==> src/rtl/core/ntsr_pkg.sv <==
package ntsr_pkg;

   localparam int SLOT_COUNT   = 3;
   localparam int SCAN_LENGTH  = 4096;

   localparam int RANGE_W      = 16;
   localparam int INDEX_W      = 12;
   localparam int RANK_W       = 2;
   localparam int CSR_DATA_W   = 16;
   localparam int CSR_INDEX_W  = 2;

   localparam int REQ_TDATA_W  = 32;
   localparam int RSP_TDATA_W  = 32;

   typedef enum logic [CSR_INDEX_W-1:0] {
      CSR_WINDOW_FIRST   = 2'd0,
      CSR_WINDOW_LAST    = 2'd1,
      CSR_MIN_SEPARATION = 2'd2,
      CSR_EMPTY_RANGE    = 2'd3
   } csr_index_type;

   typedef struct packed {
      logic [INDEX_W-1:0] index;
      logic [RANGE_W-1:0] range;
   } slot_type;

   typedef slot_type [SLOT_COUNT-1:0] slot_set_type;

   typedef struct packed {
      logic [INDEX_W-1:0] window_first;
      logic [INDEX_W-1:0] window_last;
      logic [INDEX_W-1:0] min_separation;
   } window_cfg_type;

endpackage

==> src/rtl/core/ntsr_examine.sv <==
module ntsr_examine
   import ntsr_pkg::*;
(
   input  slot_set_type        slots,
   input  logic [RANGE_W-1:0]  sample_range,
   input  logic [INDEX_W-1:0]  sample_index,
   input  window_cfg_type      cfg,
   output slot_set_type        slots_next
);

   logic               in_window;
   logic               sep0;
   logic               sep1;
   logic [INDEX_W-1:0] dist0;
   logic [INDEX_W-1:0] dist1;
   slot_type           sample;

   assign sample = '{index: sample_index, range: sample_range};

   assign in_window = (sample_index >= cfg.window_first) &&
                      (sample_index <= cfg.window_last) &&
                      (32'(sample_index) < 32'(SCAN_LENGTH));

   assign dist0 = (sample_index > slots[0].index) ? sample_index - slots[0].index
                                                  : slots[0].index - sample_index;
   assign dist1 = (sample_index > slots[1].index) ? sample_index - slots[1].index
                                                  : slots[1].index - sample_index;
   assign sep0  = dist0 > cfg.min_separation;
   assign sep1  = dist1 > cfg.min_separation;

   always_comb begin
      slots_next = slots;
      if (in_window) begin
         if (sample_range < slots[0].range) begin
            // nearer than best: push down only if clear of best, else overwrite
            if (sep0) begin
               slots_next[2] = slots[1];
               slots_next[1] = slots[0];
            end
            slots_next[0] = sample;
         end else if (sample_range < slots[1].range) begin
            if (sep0 && sep1) begin
               slots_next[2] = slots[1];
            end
            if (sep0) begin
               slots_next[1] = sample;
            end
         end else if (sample_range < slots[2].range) begin
            if (sep0 && sep1) begin
               slots_next[2] = sample;
            end
         end
      end
   end

endmodule

==> src/rtl/core/nearest_three_separated_returns_core.sv <==
// Nearest three separated returns. Scanner samples stream in on req_ one per
// transaction and are registered, then compared against three ranked slots in
// the following cycle. A sample inside the index window that is nearer than a
// slot and clear of the better slots by more than min_separation takes that
// slot; a sample nearer than the best but too close to it overwrites the best
// in place. The sample flagged with tlast ends the scan: it is examined, the
// three slots are copied to a report buffer and cleared to empty_range with
// index 0. The report leaves on rsp_ as three transactions, rank 0 first, with
// tlast on rank 2. One sample is taken every clock unless a scan end stalls: a
// second scan end waits only until the previous three-transaction report has
// drained from the report buffer. Configuration is written through csr_; the
// user must write it only while the block is idle, as the block itself does
// not enforce this.
module nearest_three_separated_returns_core
   import ntsr_pkg::*;
(
   input  logic                   clock,
   input  logic                   reset,

   input  logic                   req_tvalid,
   output logic                   req_tready,
   // [15:0] range_sample, [27:16] sample_index, [31:28] zero
   input  logic [REQ_TDATA_W-1:0] req_tdata,
   input  logic                   req_tlast,       // end_of_scan

   output logic                   rsp_tvalid,
   input  logic                   rsp_tready,
   // [1:0] slot_rank, [13:2] slot_index, [29:14] slot_range, [31:30] zero
   output logic [RSP_TDATA_W-1:0] rsp_tdata,
   output logic                   rsp_tlast,       // last_of_run

   input  logic                   csr_we,
   input  logic [CSR_INDEX_W-1:0] csr_index,
   input  logic [CSR_DATA_W-1:0]  csr_wdata
);

   // configuration registers
   window_cfg_type     cfg_ff;
   logic [RANGE_W-1:0] empty_range_ff;

   always_ff @(posedge clock) begin
      if (reset) begin
         cfg_ff.window_first   <= '0;
         cfg_ff.window_last    <= INDEX_W'(SCAN_LENGTH - 1);
         cfg_ff.min_separation <= INDEX_W'(10);
         empty_range_ff        <= '1;
      end else if (csr_we) begin
         case (csr_index)
            CSR_WINDOW_FIRST:   cfg_ff.window_first   <= csr_wdata[INDEX_W-1:0];
            CSR_WINDOW_LAST:    cfg_ff.window_last    <= csr_wdata[INDEX_W-1:0];
            CSR_MIN_SEPARATION: cfg_ff.min_separation <= csr_wdata[INDEX_W-1:0];
            CSR_EMPTY_RANGE:    empty_range_ff        <= csr_wdata[RANGE_W-1:0];
            default: ;
         endcase
      end
   end

   // input register stage
   logic               s1_valid_ff;
   logic [RANGE_W-1:0] s1_range_ff;
   logic [INDEX_W-1:0] s1_index_ff;
   logic               s1_eos_ff;
   logic               s1_adv;
   logic               req_fire;

   // report buffer: shifts down as each transaction is taken
   slot_set_type       rpt_ff;
   slot_set_type       rpt_in;
   logic [RANK_W-1:0]  rpt_rank_ff;
   logic               rpt_busy_ff;
   logic               rpt_last;
   logic               rpt_free;
   logic               rsp_fire;

   // ranked slots
   slot_set_type       slot_ff;
   slot_set_type       slot_in;
   slot_set_type       slot_examined;

   assign rsp_fire = rsp_tvalid && rsp_tready;
   assign rpt_last = rpt_rank_ff == RANK_W'(SLOT_COUNT - 1);
   assign rpt_free = !rpt_busy_ff || (rsp_tready && rpt_last);

   // a scan end may only move on once the report buffer is free
   assign s1_adv     = s1_valid_ff && (!s1_eos_ff || rpt_free);
   assign req_tready = !s1_valid_ff || s1_adv;
   assign req_fire   = req_tvalid && req_tready;

   always_ff @(posedge clock) begin
      if (reset) begin
         s1_valid_ff <= 1'b0;
      end else if (req_tready) begin
         s1_valid_ff <= req_tvalid;
      end
   end

   always_ff @(posedge clock) begin
      if (req_fire) begin
         s1_range_ff <= req_tdata[RANGE_W-1:0];
         s1_index_ff <= req_tdata[RANGE_W+INDEX_W-1:RANGE_W];
         s1_eos_ff   <= req_tlast;
      end
   end

   ntsr_examine u_examine (
      .slots        (slot_ff),
      .sample_range (s1_range_ff),
      .sample_index (s1_index_ff),
      .cfg          (cfg_ff),
      .slots_next   (slot_examined)
   );

   always_comb begin
      slot_in = slot_ff;
      if (s1_adv) begin
         if (s1_eos_ff) begin
            for (int i = 0; i < SLOT_COUNT; i++) begin
               slot_in[i] = '{index: '0, range: empty_range_ff};
            end
         end else begin
            slot_in = slot_examined;
         end
      end
   end

   always_ff @(posedge clock) begin
      if (reset) begin
         for (int i = 0; i < SLOT_COUNT; i++) begin
            slot_ff[i] <= '{index: '0, range: '1};
         end
      end else begin
         slot_ff <= slot_in;
      end
   end

   always_comb begin
      rpt_in = rpt_ff;
      if (s1_adv && s1_eos_ff) begin
         rpt_in = slot_examined;
      end else if (rsp_fire) begin
         for (int i = 0; i < SLOT_COUNT - 1; i++) begin
            rpt_in[i] = rpt_ff[i+1];
         end
      end
   end

   always_ff @(posedge clock) begin
      rpt_ff <= rpt_in;
   end

   always_ff @(posedge clock) begin
      if (reset) begin
         rpt_busy_ff <= 1'b0;
         rpt_rank_ff <= '0;
      end else if (s1_adv && s1_eos_ff) begin
         rpt_busy_ff <= 1'b1;
         rpt_rank_ff <= '0;
      end else if (rsp_fire) begin
         if (rpt_last) begin
            rpt_busy_ff <= 1'b0;
            rpt_rank_ff <= '0;
         end else begin
            rpt_rank_ff <= rpt_rank_ff + RANK_W'(1);
         end
      end
   end

   assign rsp_tvalid = rpt_busy_ff;
   assign rsp_tlast  = rpt_last;
   assign rsp_tdata  = {{(RSP_TDATA_W - RANK_W - INDEX_W - RANGE_W){1'b0}},
                        rpt_ff[0].range, rpt_ff[0].index, rpt_rank_ff};

   // checks
   a_last_on_top_rank : assert property (@(posedge clock) disable iff (reset)
      rsp_tvalid && rsp_tlast |-> rsp_tdata[RANK_W-1:0] == RANK_W'(SLOT_COUNT - 1))
      else $error("tlast on a report transaction that is not the top rank");

   a_report_continues : assert property (@(posedge clock) disable iff (reset)
      rsp_fire && !rsp_tlast |=> rsp_tvalid &&
         rsp_tdata[RANK_W-1:0] == $past(rsp_tdata[RANK_W-1:0]) + RANK_W'(1))
      else $error("report broken off before its last rank");

   a_stall_only_on_busy : assert property (@(posedge clock) disable iff (reset)
      s1_valid_ff && !s1_adv |-> s1_eos_ff && rpt_busy_ff)
      else $error("input stage stalled without a pending report");

   a_clear_after_scan : assert property (@(posedge clock) disable iff (reset)
      s1_adv && s1_eos_ff |=> slot_ff[0].range == $past(empty_range_ff) &&
         slot_ff[0].index == '0 && rsp_tvalid)
      else $error("slots not cleared or report not raised after scan end");

endmodule
==> config.mk <==
export PLATFORM = sky130hd
export DESIGN_NAME = nearest_three_separated_returns_core
export DESIGN_NICKNAME = d
export VERILOG_FILES = /design/src/rtl/core/ntsr_pkg.sv /design/src/rtl/core/ntsr_examine.sv /design/src/rtl/core/nearest_three_separated_returns_core.sv
export SDC_FILE = /design/constraint.sdc
export NUM_CORES = 1
export LEC_CHECK = 0
export BUFFER_PORTS_ARGS = -buffer_cell sky130_fd_sc_hd__buf_2
export CAP_MARGIN = 30
export CORE_ASPECT_RATIO = 0.7
export CORE_MARGIN = 2
export CORE_UTILIZATION = 40
export CTS_CLUSTER_DIAMETER = 100
export DETAILED_ROUTE_END_ITERATION = 8
export PLACE_DENSITY = 0.55
export SLEW_MARGIN = 20
export SYNTH_ARGS = -nofsm -noshare
export SYNTH_HDL_FRONTEND = slang
export SYNTH_HIERARCHICAL = 1
export SYNTH_SLANG_ARGS = --single-unit
export TNS_END_PERCENT = 1
==> constraint.sdc <==
create_clock -name clock -period 10.7 [get_ports clock]
set_input_delay 1.07 -clock clock [delete_from_list [all_inputs] [get_ports clock]]
set_output_delay 1.07 -clock clock [all_outputs]
set_load 0.02 [all_outputs]
==> metrics.txt <==
Endpoint, Worst Hold=cfg_ff[7]$_SDFFE_PP0P_; post-synthesis cell count=1,620; worst hold path depth=2; leakage dissipation=7.42 nW; hold bufs inserted after CTS=0; Crit Reg-Reg Startpoint=s1_index_ff[0]$_DFFE_PP_; total number of H-tree levels=1; Setup crit start kind=flip-flop; setup repair bufs after CTS=0; highest cell delay on the worst timing path=1.12 ns; top library cells by usage in the layout, fill and taps aside=160 x inv_1, 148 x nand2_1, 140 x dfxtp_1; critical register-to-register path endpoint=slot_ff[58]$_SDFFE_PP1P_; # Max-Cap Violations=0; pwr/cell area=~150 nW/µm²; GP Congestion=0.892; number of global-route vias before repair=approximately 12,000; antenna violations before repair=0; final layout net count=1,813; R2R Setup Slk=3.44 ns; top area cells in the synthesized netlist=edfxtp_1 21%, dfxtp_1 17%, ha_1 11%, a31oi_4 6.2%, mux2i_1 4.7%; remaining max-slew budget at the tightest pin=26.9%; root cell of the clock tree=clkbuf_16; peak clock frequency supported by timing=0.138 GHz; core outline area=roughly 40,000 µm²; post-synth design cell area=16,500 µm²; data required time at the worst endpoint=11.11 ns; Synth async-reset ratio=0%; vias after detailed routing=12,474; total track usage=22.4%; number of top-level pins=91; CTS buffer count=27; die outline width=247 µm; routed wire length=between 40,000 and 50,000 µm; Least-Margin Pin Slew=between 1 and 1.5 ns; Fin Clk Skew=0.0147 ns; total negative slack for setup checks=0 ns; number of buffers and inverters on the critical path=2; routed len/inst=22.1 µm; maximum number of buffers from clock root to sink=3; wire length of the first global-routing pass=74,400 µm; post-layout instance area=17,900 µm²; post-synth top area share=20.5%; mean instance size in the synthesized netlist=10.2 µm²; Diodes inserted=0; maximum number of pins on one net before global-route repair=between 70 and 80; max-slew violation total from the final report=0; violation count after the first detailed-route iteration=roughly 1,300; Max FO, Critical Path=27; final number of hold-violating endpoints=0; number of input and output port buffers inserted=between 80 and 90; number of synthesized flops with an enable pin=113; family with the most delay on the worst path=simple AND/OR/NAND/NOR gates; Clock Latency Late Sink=0.56 ns; library cell contributing the largest single delay on the critical path=or4b_2; ratio of cells with drive above 1 in the final layout=around a fifth; sequence of cells on the critical path=inv_1 -> ha_1 -> inv_1 -> fa_1 -> a21o_1 -> a21oi_1 -> o21a_1 -> o21ai_0 -> a2111oi_0 -> or3_1 -> mux2i_1 -> xor2_1 -> ha_1 -> nand4_1 -> a211oi_2 -> o31ai_1 -> nor3_2 -> or4b_2 -> o22a_1 -> o21a_1 -> mux2i_1 -> a31oi_4; Min Clock Period, post-route=7.26 ns; total of fill cells in the finished design=3,933; Total Die Area=43,000 µm²; sum of net half-perimeters after detailed placement=about 33,000 µm; most common library cell in the layout ignoring fill and taps=inv_1; global-route congestion overflow total=0; post-place instance area=17,100 µm²; final worst path period share=67.9%; RSZ-0062 raised after global routing=no; Unique masters post-synth=79; cell accounting for the most synthesized area=edfxtp_1; post-CTS clock slew at the launch and capture registers of the worst setup and hold paths=0.07 ns; critical path capture point type=flip-flop; worst r2r path cells=22; type of the tightest min-delay check=reg -> reg; Residual DRC=0; Max IR drop VDD=131 µV; Via density=between 5 and 6; flip-flop cell with the highest count after synthesis=dfxtp_1; WS Path Type=reg -> reg; CTS tree=done; arrival time of data at the critical path endpoint=7.67 ns; number of synthesized register bits=253; number of warnings printed during yosys synthesis=6; drt first pass iters=8; Resize count post-CTS=0; hold path startpoint=cfg_ff[7]$_SDFFE_PP0P_; initial core utilization=roughly two fifths; number of clock sinks=253; result of the run=complete, no violations; layout overhead on the synthesized area=8.39%; final setup fails=0; sequential cell area fraction in the yosys report=a little under two fifths; number of nets with antenna violations after detailed routing=0; die span in y=approximately 170 µm; Row Count=62
## registers in the layout, indices dropped and copies added, names as in the netlist
signal          flops
slot_ff            84
s1_eos_ff           1
rsp_tvalid          1
cfg_ff             36
s1_index_ff        12
empty_range_ff     16
rpt_rank_ff         2
s1_range_ff        16
rsp_tdata          28
rpt_ff             56
s1_valid_ff         1
## metrics by stage
| stage | total power [W] | utilization (%) | worst slack, ns | std cells | hold slack (ns) |
|---|---|---|---|---|---|
| 6_report | 0.00265 | 43.9 | 3.44 | 2179 | 0.459 |
| 5_1_grt | 0.00278 | 43.9 | 3.13 | 2179 | 0.477 |
| 3_5_place_dp | 0.00174 | 41.8 | 3.66 | 2129 | 0.450 |
| 4_1_cts | 0.00267 | 43.9 | 3.58 | 2179 | 0.459 |
| 3_3_place_gp | 0.00172 | 41.6 | 3.65 | 2127 | 0.446 |
| 2_1_floorplan | 0.00156 | - | 5.31 | 1621 | 0.436 |
## cell usage after synthesis, types with 6 or more instances
cell type    n
a21o_1      22
a222oi_1    29
nand2_1    148
mux2_2      61
xnor2_1     12
xor2_1       7
and2_1       6
nand2b_1     6
nor4bb_1    34
dfxtp_1    140
nand4_1     19
inv_1      160
buf_2       27
nor2b_1     11
clkbuf_1    59
a21oi_1     71
edfxtp_1   113
a211oi_1     6
buf_4       36
o21ai_0     53
o211ai_1     8
nor4_1      49
nor2_1      33
nor3_1      10
a31o_2      34
o22a_1      27
ha_1       139
a31oi_4     48
nand3_1     41
o21a_1      31
mux2i_1     78
## area by class of cell
cell class / count / area, µm² / share of cell area [%]
sequential: 253 / 6200 / 34.6
clock inverter: 12 / 87.6 / 0.488
tap: 544 / 681 / 3.80
inverter: 161 / 609 / 3.40
timing repair buffer: 102 / 598 / 3.34
clock buffer: 38 / 758 / 4.23
multi-input combinational: 1069 / 9000 / 50.2
## power breakdown
group          switching [W]  internal, W  total [W]
combinational       0.000397     0.000227   0.000624
sequential         0.0000410      0.00106    0.00111
clock               0.000404     0.000518   0.000922
## worst min-delay path, stage by stage, from the launching register on
cell and delay, ns:
dfxtp_1 0.31, nand2_1 0.05, a21oi_1 0.05
## worst max-delay path by stage
stage,from,to,depth (start not counted)
after floorplan,s1_index_ff[0]$_DFFE_PP_,slot_ff[74]$_SDFFE_PP0P_,25
after global placement,s1_index_ff[0]$_DFFE_PP_,slot_ff[62]$_SDFFE_PP1P_,23
after detailed placement,s1_index_ff[0]$_DFFE_PP_,slot_ff[60]$_SDFFE_PP1P_,22
after CTS,s1_index_ff[0]$_DFFE_PP_,slot_ff[67]$_SDFFE_PP1P_,22
after global routing,s1_index_ff[0]$_DFFE_PP_,slot_ff[75]$_SDFFE_PP0P_,23
final,s1_index_ff[0]$_DFFE_PP_,slot_ff[58]$_SDFFE_PP1P_,22
## metal layers
metal / vias to the layer above / GRT usage (%) / routed length [µm]
li1: 5935 / - / -
met1: 6148 / 37.2 / 25800
met2: 347 / 30.1 / 18700
met3: 44 / 3.50 / 3000
met4: 0 / 3.36 / 648
met5: - / 0 / 0
## cell families (layout without fill, tap and decap cells)
group,after synthesis,count (layout),share of synthesized area (%)
and+or+nand+nor,385,385,12.4
xor gates and xnor gates,19,19,1.01
AOI/OAI and AO/OA,381,381,20.7
muxes,139,139,8.87
DFF,253,253,37.4
adders and majority gates,143,143,11.0
buffers and inverters,299,313,8.54
other,1,2,0.0227
Power figures use the tool's default switching activity.
